File: config.mk
export PLATFORM = sky130hd
export DESIGN_NAME = two_register_accumulator_cpu
export DESIGN_NICKNAME = d
export VERILOG_FILES = /design/src/rtl/tra_pkg.sv /design/src/rtl/two_register_accumulator_cpu.sv /design/src/rtl/tra_store.sv /design/src/rtl/tra_core.sv
export VERILOG_INCLUDE_DIRS = /design/src /design/src/rtl
export SDC_FILE = /design/constraint.sdc
export NUM_CORES = 1
export LEC_CHECK = 0
export BUFFER_PORTS_ARGS = -buffer_cell sky130_fd_sc_hd__buf_2
export CORE_MARGIN = 5
export CORE_UTILIZATION = 55
export DETAILED_ROUTE_END_ITERATION = 8
export PLACE_DENSITY_LB_ADDON = 0.25
export SLEW_MARGIN = 20
export SYNTH_ARGS = -nofsm -noshare
export SYNTH_HDL_FRONTEND = slang
export SYNTH_HIERARCHICAL = 1
export SYNTH_SLANG_ARGS = --single-unit
File: constraint.sdc
create_clock -name clk -period 6.4 [get_ports clk]
set_input_delay 0.64 -clock clk [delete_from_list [all_inputs] [get_ports clk]]
set_output_delay 0.64 -clock clk [all_outputs]
set_load 0.03 [all_outputs]
File: src/rtl/assert_macros.svh
// ----------------------------------------------------------------------------
// Assertion macros
// Shared concurrent assertion forms; define ASSERT_OFF to compile them out.
// ----------------------------------------------------------------------------
`ifndef ASSERT_MACROS_SVH
`define ASSERT_MACROS_SVH

`ifndef ASSERT_OFF
// Combinational implication checked at every edge outside reset.
`define ASSERT_NOW(lbl, clk, rst_n, ante, cons, msg) \
	lbl: assert property (@(posedge clk) disable iff (!rst_n) (ante) |-> (cons)) \
		else $error(msg);
// Implication whose consequence must hold in the cycle after the antecedent.
`define ASSERT_NEXT(lbl, clk, rst_n, ante, cons, msg) \
	lbl: assert property (@(posedge clk) disable iff (!rst_n) (ante) |=> (cons)) \
		else $error(msg);
`else
`define ASSERT_NOW(lbl, clk, rst_n, ante, cons, msg)
`define ASSERT_NEXT(lbl, clk, rst_n, ante, cons, msg)
`endif

`endif

File: src/rtl/tra_pkg.sv
// ----------------------------------------------------------------------------
// tra_pkg
// Shared types, opcodes and sizes of the two-register accumulator machine.
// ----------------------------------------------------------------------------
package tra_pkg;

	localparam int STORE_DEPTH = 16;
	localparam int PC_BITS     = 8;

	localparam int ACT_W  = 4;
	localparam int ADDR_W = 4;
	localparam int WORD_W = 32;
	localparam int TGT_W  = 8;
	localparam int PCO_W  = 8;

	localparam int IDX_W      = (STORE_DEPTH > 1) ? $clog2(STORE_DEPTH) : 1;
	localparam int ADDR_SPAN  = 1 << ADDR_W;
	localparam int MOD_STEPS  = (ADDR_SPAN - 1) / STORE_DEPTH;

	localparam int IN_FIELDS_W  = ACT_W + ADDR_W + WORD_W + TGT_W;
	localparam int IN_TDATA_W   = ((IN_FIELDS_W + 7) / 8) * 8;
	localparam int OUT_FIELDS_W = PCO_W + WORD_W + WORD_W + 2;
	localparam int OUT_TDATA_W  = ((OUT_FIELDS_W + 7) / 8) * 8;

	localparam logic [ACT_W-1:0] OP_DEC = 4'd0;
	localparam logic [ACT_W-1:0] OP_LDA = 4'd1;
	localparam logic [ACT_W-1:0] OP_LDB = 4'd2;
	localparam logic [ACT_W-1:0] OP_LDI = 4'd3;
	localparam logic [ACT_W-1:0] OP_ST  = 4'd4;
	localparam logic [ACT_W-1:0] OP_XCH = 4'd5;
	localparam logic [ACT_W-1:0] OP_JMP = 4'd6;
	localparam logic [ACT_W-1:0] OP_JZS = 4'd7;
	localparam logic [ACT_W-1:0] OP_JVS = 4'd8;
	localparam logic [ACT_W-1:0] OP_ADD = 4'd9;
	localparam logic [ACT_W-1:0] OP_HLT = 4'd10;

	typedef struct packed {
		logic [TGT_W-1:0]         jump_target;
		logic signed [WORD_W-1:0] immediate;
		logic [ADDR_W-1:0]        mem_address;
		logic [ACT_W-1:0]         action;
	} instr_t;

	typedef struct packed {
		logic [PC_BITS-1:0]       pc;
		logic signed [WORD_W-1:0] a;
		logic signed [WORD_W-1:0] b;
		logic                     zf;
		logic                     vf;
	} arch_t;

	typedef struct packed {
		logic              en;
		logic [IDX_W-1:0]  idx;
		logic [WORD_W-1:0] data;
	} store_wr_t;

	// Fold a store address into the store depth by repeated subtraction.
	function automatic logic [IDX_W-1:0] word_index(input logic [ADDR_W-1:0] addr);
		logic [ADDR_W-1:0] v;
		v = addr;
		for (int i = 0; i < MOD_STEPS; i++) begin
			if (int'(v) >= STORE_DEPTH) begin
				v = v - ADDR_W'(STORE_DEPTH);
			end
		end
		return IDX_W'(v);
	endfunction

endpackage

File: src/rtl/two_register_accumulator_cpu.sv
// ----------------------------------------------------------------------------
// two_register_accumulator_cpu
// Accumulator machine executing one decoded instruction per transaction.
// ----------------------------------------------------------------------------
//
// Channel  Dir  Fields (tdata, low bit first)
// s_*      in   action[3:0] mem_address[7:4] immediate[39:8] jump_target[47:40]
// m_*      out  pc_out[7:0] acc_a[39:8] acc_b[71:40] zero_bit[72] ovf_bit[73]
//
// One instruction per cycle while the result channel accepts; the input register
// feeds the execute logic, which loads the result register.
// Reset clears A, B, PC, both flags and every store valid bit, so the store
// reads zero right after reset with no clearing pass.
// A stalled result holds in the result register; one instruction waits in the
// input register and s_tready drops until the result moves on.
//
`include "assert_macros.svh"

module two_register_accumulator_cpu import tra_pkg::*; (
	input  logic                   clk,
	input  logic                   arst_n,
	input  logic                   s_tvalid,
	output logic                   s_tready,
	// action, mem_address, immediate, jump_target
	input  logic [IN_TDATA_W-1:0]  s_tdata,
	output logic                   m_tvalid,
	input  logic                   m_tready,
	// pc_out, acc_a, acc_b, zero_bit, ovf_bit, zero padding
	output logic [OUT_TDATA_W-1:0] m_tdata
);

	logic                   valid_s1;
	instr_t                 instr_s1;
	logic                   exec;
	logic                   out_valid_q;
	logic [OUT_TDATA_W-1:0] out_data_q;
	logic [WORD_W-1:0]      rd_data;
	logic [IDX_W-1:0]       rd_idx;
	store_wr_t              wr;
	arch_t                  nxt;

	// Execute when an instruction waits and the result register is free or draining.
	assign exec     = valid_s1 && (!out_valid_q || m_tready);
	assign s_tready = !valid_s1 || exec;

	// Input register: capture a transaction, drop it once executed.
	always_ff @(posedge clk or negedge arst_n) begin
		if (!arst_n) begin
			valid_s1 <= 1'b0;
		end else if (s_tready) begin
			valid_s1 <= s_tvalid;
		end
	end

	always_ff @(posedge clk) begin
		if (s_tvalid && s_tready) begin
			instr_s1 <= instr_t'(s_tdata[IN_FIELDS_W-1:0]);
		end
	end

	tra_store u_store (
		.clk     (clk),
		.arst_n  (arst_n),
		.wr      (wr),
		.rd_idx  (rd_idx),
		.rd_data (rd_data)
	);

	tra_core u_core (
		.clk     (clk),
		.arst_n  (arst_n),
		.exec    (exec),
		.instr   (instr_s1),
		.rd_data (rd_data),
		.rd_idx  (rd_idx),
		.wr      (wr),
		.nxt     (nxt)
	);

	// Result register: hold while stalled, advance on execute.
	always_ff @(posedge clk or negedge arst_n) begin
		if (!arst_n) begin
			out_valid_q <= 1'b0;
		end else if (exec) begin
			out_valid_q <= 1'b1;
		end else if (m_tready) begin
			out_valid_q <= 1'b0;
		end
	end

	always_ff @(posedge clk) begin
		if (exec) begin
			out_data_q <= OUT_TDATA_W'({nxt.vf, nxt.zf, nxt.b, nxt.a, PCO_W'(nxt.pc)});
		end
	end

	assign m_tvalid = out_valid_q;
	assign m_tdata  = out_data_q;

	`ASSERT_NEXT(a_exec_shows, clk, arst_n, exec, m_tvalid, "executed instruction gave no result")
	`ASSERT_NOW(a_ready_drained, clk, arst_n, !m_tvalid, s_tready, "input stalled with empty result register")
	`ASSERT_NEXT(a_hold_pending, clk, arst_n, valid_s1 && !exec, valid_s1, "pending instruction lost")

endmodule

File: src/rtl/tra_store.sv
// ----------------------------------------------------------------------------
// tra_store
// Data store words with per-word valid bits; an unwritten word reads zero.
// ----------------------------------------------------------------------------
module tra_store import tra_pkg::*; (
	input  logic              clk,
	input  logic              arst_n,
	input  store_wr_t         wr,
	input  logic [IDX_W-1:0]  rd_idx,
	output logic [WORD_W-1:0] rd_data
);

	logic [WORD_W-1:0]      mem_q [STORE_DEPTH];
	logic [STORE_DEPTH-1:0] vld_q;

	always_ff @(posedge clk or negedge arst_n) begin
		if (!arst_n) begin
			vld_q <= '0;
		end else if (wr.en) begin
			vld_q[wr.idx] <= 1'b1;
		end
	end

	always_ff @(posedge clk) begin
		if (wr.en) begin
			mem_q[wr.idx] <= wr.data;
		end
	end

	assign rd_data = vld_q[rd_idx] ? mem_q[rd_idx] : '0;

endmodule

File: src/rtl/tra_core.sv
// ----------------------------------------------------------------------------
// tra_core
// Architectural registers and the combinational instruction execute logic.
// ----------------------------------------------------------------------------
`include "assert_macros.svh"

module tra_core import tra_pkg::*; (
	input  logic              clk,
	input  logic              arst_n,
	input  logic              exec,
	input  instr_t            instr,
	input  logic [WORD_W-1:0] rd_data,
	output logic [IDX_W-1:0]  rd_idx,
	output store_wr_t         wr,
	output arch_t             nxt
);

	arch_t              state_q;
	logic [PC_BITS-1:0] pc_inc;
	logic [PC_BITS-1:0] target;
	logic [WORD_W-1:0]  sum;
	logic               add_ovf;

	assign rd_idx  = word_index(instr.mem_address);
	assign pc_inc  = state_q.pc + PC_BITS'(1);
	assign target  = PC_BITS'(instr.jump_target);
	assign sum     = state_q.a + state_q.b;
	assign add_ovf = ((state_q.a[WORD_W-1] ^ sum[WORD_W-1])
		& (state_q.b[WORD_W-1] ^ sum[WORD_W-1]));

	always_comb begin
		nxt     = state_q;
		wr.en   = 1'b0;
		wr.idx  = rd_idx;
		wr.data = '0;
		case (instr.action)
			OP_DEC: begin
				wr.en  = 1'b1;
				nxt.pc = pc_inc;
			end
			OP_LDA: begin
				nxt.a  = rd_data;
				nxt.pc = pc_inc;
			end
			OP_LDB: begin
				nxt.b  = rd_data;
				nxt.pc = pc_inc;
			end
			OP_LDI: begin
				nxt.a  = instr.immediate;
				nxt.pc = pc_inc;
			end
			OP_ST: begin
				wr.en   = 1'b1;
				wr.data = state_q.a;
				nxt.pc  = pc_inc;
			end
			OP_XCH: begin
				nxt.a  = state_q.b;
				nxt.b  = state_q.a;
				nxt.pc = pc_inc;
			end
			OP_JMP: begin
				nxt.pc = target;
			end
			OP_JZS: begin
				nxt.pc = state_q.zf ? target : pc_inc;
			end
			OP_JVS: begin
				nxt.pc = state_q.vf ? target : pc_inc;
			end
			OP_ADD: begin
				if (add_ovf) begin
					nxt.vf = 1'b1;
				end else begin
					nxt.a = sum;
					if (sum == '0) begin
						nxt.zf = 1'b1;
					end
				end
				nxt.pc = pc_inc;
			end
			OP_HLT: begin
				nxt.pc = pc_inc;
			end
			default: begin
			end
		endcase
		wr.en = wr.en & exec;
	end

	always_ff @(posedge clk or negedge arst_n) begin
		if (!arst_n) begin
			state_q <= '0;
		end else if (exec) begin
			state_q <= nxt;
		end
	end

	`ASSERT_NEXT(a_zf_sticky, clk, arst_n, state_q.zf, state_q.zf, "zero flag dropped")
	`ASSERT_NEXT(a_vf_sticky, clk, arst_n, state_q.vf, state_q.vf, "overflow flag dropped")
	`ASSERT_NEXT(a_bad_op_pc, clk, arst_n, exec && (instr.action > OP_HLT), $stable(state_q.pc), "unused opcode moved the PC")

endmodule

# ---- After elaboration in Yosys (flattened, before gate mapping)
# Memory sizes are Yosys's and may differ from the RTL's. A register that Yosys moved wholly into a read port is not among the register bits.
# Index checks and enable logic that the tools add are counted.
dict set report word_totals {
  reg_bits 214
  latch_bits 0
  ramBits 512
  rom_bits 0
  out_inout_bits 82
  memories 1
}
# name depth width rd rd_ports_with_merged_regs wr line
set memory_table {}
lappend memory_table {u_store.mem_q 16 32 1 1 1 tra_store.sv:13} ;# logic [WORD_W-1:0] mem_q [STORE_DEPTH];
dict set report classes {
  add_sub_neg 2
  multipliers 0
  div_mod_pow 0
  order_cmp 2
  eq_ne 10
  shifts 0
  mux 22
  bitwise 5
  reduce_logical 12
}
# op count
set op_table {}
lappend op_table {{$pmux W32 S4} 1}
lappend op_table {{$mux W32} 3}
lappend op_table {{$pmux W32 S2} 1}
lappend op_table {{$add A32 B32 Y32} 1}
lappend op_table {{$logic_not A32 Y1} 1}
lappend op_table {{$pmux W8 S4} 1}
lappend op_table {{$eq A4 B3 Y1 const B} 4}
lappend op_table {{$mux W8} 2}
lappend op_table {{$or A16 B16 Y16} 1}
lappend op_table {{$eq A4 B4 Y1 const B} 3}
lappend op_table {{$mux W1} 10}
lappend op_table {{$add A8 B1 Y8 const B} 1}
lappend op_table {{$eq A4 B2 Y1 const B} 2}
lappend op_table {{$reduce_or A8 Y1} 1}
lappend op_table {{$lt A4 B5 Y1 const B} 1}
lappend op_table {{$bmux W1 S4} 1}
lappend op_table {{$demux W1 S4} 1}
lappend op_table {{$eq A4 B1 Y1 const B} 1}
lappend op_table {{$ge A4 B1 Y1 const B} 1}
lappend op_table {{$logic_not A4 Y1} 1}
lappend op_table {{$mux W4} 1}
lappend op_table {{$logic_and A1 B1 Y1} 3}
lappend op_table {{$and A1 B1 Y1} 2}
lappend op_table {{$logic_not A1 Y1} 2}
lappend op_table {{other kinds (5)} 7}

# ---- Logic depth before layout (Yosys ltp)
dict set report logic_depth {
  depth_word 6
  mapped_depth 21
  mapped_depth_nobuf 20
}

# ---- Modules after synthesis
# Netlist, hierarchy kept.
# mod instances cells_each area_each_um2 seq_area_each_um2
set by_module_without_submodules {}
lappend by_module_without_submodules {tra_store 1 850 19937.9 15775.1}
lappend by_module_without_submodules {tra_core 1 839 6633.9 1851.8}
lappend by_module_without_submodules {two_register_accumulator_cpu 1 137 3816.2 3713.6}

# ---- Worst setup path before layout
# OpenSTA, ideal clock, no wires.
dict set report synth_path {
  path_type {input-to-reg}
  start {input m_tready}
  end {memory u_store.mem_q[0][0], enable pin}
  setup_time_ns 0.462
  arrival_ns 6.409
  path_slack_ns -0.471
  path_stages 7
  path_buffers 2
  path_cell_list {nand2b_1 and2_1 clkbuf_1 clkbuf_1 nor4b_1 or3b_2 nor3_1}
}
# element line
set synth_lines {}
lappend synth_lines {{start, declared} two_register_accumulator_cpu.sv:27} ;# input logic m_tready,
lappend synth_lines {{end, declared} tra_store.sv:13}

==> results.toml <==
[synthesis]
avgSynthCellArea_um2 = 16.64
ys_top_cells_by_area = "edfxtp_1 63%, mux4_2 9.8%, dfrtp_1 7.6%, a22oi_1 2.4%, nand2_1 1.9%"
synth-seq-cells = 726
ys.flop_type = "edfxtp_1"
ys_top_cells_by_count = "634 x edfxtp_1, 152 x nand2_1, 132 x mux4_2"
synth.yosys.warnings = 6
postSynth.asyncResetShare = 0.1267
synth_top_area_cell = "edfxtp_1"
ys_seq_area_frac = 0.7023
synthCells = 1826
netlist_area_um2 = 30390
synth_edf_count = 634
synth.most_common_cell = "edfxtp_1"
synth_top_area_share = 0.6265
synth.distinct_cells = 78

[cts]
clk-insertion-delay-late_ns = 0.61
clock-root-buffer = "clkbuf_16"
numClockSinks = 726
cts-buffers-inserted = 72
htree_levels = 3
post_cts_resized = 0
cts_tree = "yes"
cts.clk_slew.worst_paths_ns = 0.06
clock_path_buffers = 3

[setup_path]
r2r_start = "u_core/state_q[8]$_DFFE_PN0P_"
crit_start = "u_core/state_q[8]$_DFFE_PN0P_"
r2r_cells = 19
cp-end-kind = "flip-flop"
crit_path_start_kind = "flip-flop"
critPathMaxFanout = 6
crit_required_ns = 6.88
cpPeakStageDelay_ns = 0.61
reg2reg_slack_ns = 1.22
cp_cell_sequence = "ha_1 > a21oi_1 > o221ai_1 > a21oi_2 > buf_4 > nor3_1 > o41ai_1 > a21boi_0 > o21a_1 > o21ai_0 > nand2b_1 > fa_1 > or4_1 > nor3_1 > nand4_1 > nor4_1 > nand4_1 > nor4_2 > a21o_1"
critPathSlowestCell = "o41ai_1"
timing.rr.end = "m_tdata[72]$_DFFE_PP_"
worstSetupPathType = "reg2reg"
arrival_ns = 5.66

[place]
dp_hpwl_um = 45550
gp_congestion = 0.9458
port_buffers = 127
dpl_cell_area_um2 = 31820
dp_slack_ns = 1.338

[floorplanning]
std_cell_rows = 86
start_util = 0.5537
dieArea_um2 = 60050
die_y_um = 245.1
ioPinCount = 134
die_w_um = 245.1
fp.coreArea_um2 = 54880

[layout]
fillers = 3878
fin_area_um2 = 34080
diodes = 0
area_delta_synth_final_pct = 12.15
nets = 2041
layout-drive-gt1-share = 0.2440

[global_route]
grt_use_total = 0.2499
grt_max_degree = 130
grt-ovfl-total = 0
grt_pass1_wl_um = 113000
antenna_found_initial = 0
grt_pass1_vias = 18110

[timing]
fin_skew_ns = 0.02656
finalCriticalPeriod_ns = 5.184
setup_slack_ns = 1.216
slew_viol_final = 0
fmax_mhz = 192.9
setup_violations = 0
rsz0062_at_grt = "false"
worst_slew_pin_slew_ns = 1.087
slew_headroom = 0.2737
hold_viol = 0
period_share = 0.8100
fin_tns_setup_ns = 0

[drt]
vias_per_cell = 6.590
drc = 0
vias = 17870
ant_nets = 0
drt-total-wl_um = 75270
wl_per_cell_um = 27.76
drtIter0Drc = 2039
dr.pass1.iters = 6

[power_and_ir_drop]
ir_drop_mv = 0.2147
p_leak_nw = 12.05
p_seq_frac = 0.446
swShare = 0.3105
p_sw_mw = 4.045
clockPowerShare = 0.313
p_int_mw = 8.983
combPwrFrac = 0.241
total_power_mw = 13.03
p_per_area_nw_per_um2 = 382.3

[worst_hold_path]
hold_path_end = "instr_s1[20]$_DFFE_PP_"
hold_start = "s_tdata[20]"
hold_class = "in2reg"
min_path_cells = 1

[flow_run]
maxCapViolCount = 0

[outcome]
outcome = "finished clean"
[critical path: cells and delay by family, from the launching register on]
family | cells | cell delay, ns
AO/OA/AOI/OAI | 8 | 1.89
adder cells (fa/ha/maj) | 2 | 0.88
buffers and inverters | 1 | 0.16
AND/OR/NAND/NOR | 8 | 1.69
flip-flops | 1 | 0.42
[cells in the final DEF, fill, tap and decap left out, types with 10 or more instances in the layout]
cell type and instances:
nand4_1 10, nor2_1 66, clkbuf_16 74, nand2_1 152, o21ai_0 30, mux4_2 132
a31oi_1 36, a222oi_1 31, edfxtp_1 634, nor2_4 15, nand3_1 34, mux2_2 37
ha_1 32, clkbuf_1 15, and2_1 34, a22oi_1 98, buf_4 40, inv_1 12
nand2b_1 14, buf_2 126, clkinv_1 20, a21oi_1 70, xor2_1 12, a21o_1 13
o211ai_1 15, dfrtp_1 92, or2_2 20
[metrics by stage]
| stage | std cells | utilization | hold slack (ns) |
|---|---|---|---|
| after floorplan | 1831 | - | 0.3444 |
| after global placement | 2584 | 0.5798 | 0.4453 |
| after detailed placement | 2584 | 0.5798 | 0.4471 |
| after CTS | 2712 | 0.6210 | 0.1811 |
| after global routing | 2712 | 0.6210 | 0.1900 |
| final | 2712 | 0.6210 | 0.2027 |
[sequential cells by signal (all words and copies together) (netlist names)]
name,cells
valid_s1,1
m_tvalid,1
m_tdata,74
instr_s1,48
u_store/mem_q,512
u_core/state_q,74
u_store/vld_q,16
[worst max-delay path by stage]
stage	endpoint	slack [ns]	cells past startpoint
2_1_floorplan	u_store/mem_q[1][0]$_DFFE_PP_	0.41	7
3_3_place_gp	m_tdata[72]$_DFFE_PP_	1.36	19
3_5_place_dp	m_tdata[72]$_DFFE_PP_	1.34	19
4_1_cts	m_tdata[72]$_DFFE_PP_	1.31	19
5_1_grt	m_tdata[72]$_DFFE_PP_	0.87	19
6_report	m_tdata[72]$_DFFE_PP_	1.22	19
[power groups by stage]
| stage | Combinational [mW] | Clock [mW] | Sequential, mW |
|---|---|---|---|
| global placement | 3.05 | 0 | 5.87 |
| detailed placement | 3.08 | 0 | 5.89 |
| global route | 3.35 | 4.34 | 5.85 |
| CTS | 3.09 | 4.14 | 5.80 |
| finish | 3.14 | 4.08 | 5.81 |
| floorplan | 2.03 | 0 | 6.00 |
[kinds of logic (layout without fill, tap and decap cells)]
family | Yosys count | count (layout) | synth area share
AOI/OAI and AO/OA | 350 | 350 | 0.08194
xor gates and xnor gates | 19 | 19 | 0.005476
and+or+nand+nor | 394 | 394 | 0.06164
DFF | 726 | 726 | 0.7023
other | 1 | 6 | 0.0001234
buffers and inverters | 130 | 307 | 0.02153
adders and majority gates | 34 | 34 | 0.01449
muxes | 172 | 172 | 0.1125
[timing repair]
item,CTS,global route
buffers inserted,0,0
hold buffers,1,0
endpoints found under the hold margin,29,0
[routing by layer]
metal  GRT usage  vias to the layer above  wire length [um]
met5           0                        -                 0
met4     0.08878                        0              2500
met3     0.04562                      166              6444
met2      0.4104                      911             37040
met1      0.3416                     9187             29290
li1            -                     7607                 -
[area by class of cell]
cell class | instances | area, um^2 | share of cell area
clock buffer | 89 | 1908 | 0.05599
clock inverter | 38 | 341.6 | 0.01002
inverter | 12 | 45.04 | 0.001322
multi-input combinational | 975 | 8602 | 0.2524
sequential | 726 | 21340 | 0.6262
tap | 704 | 880.8 | 0.02585
timing repair buffer | 168 | 960.9 | 0.02820
No activity file was read; power rests on OpenSTA's default activity.
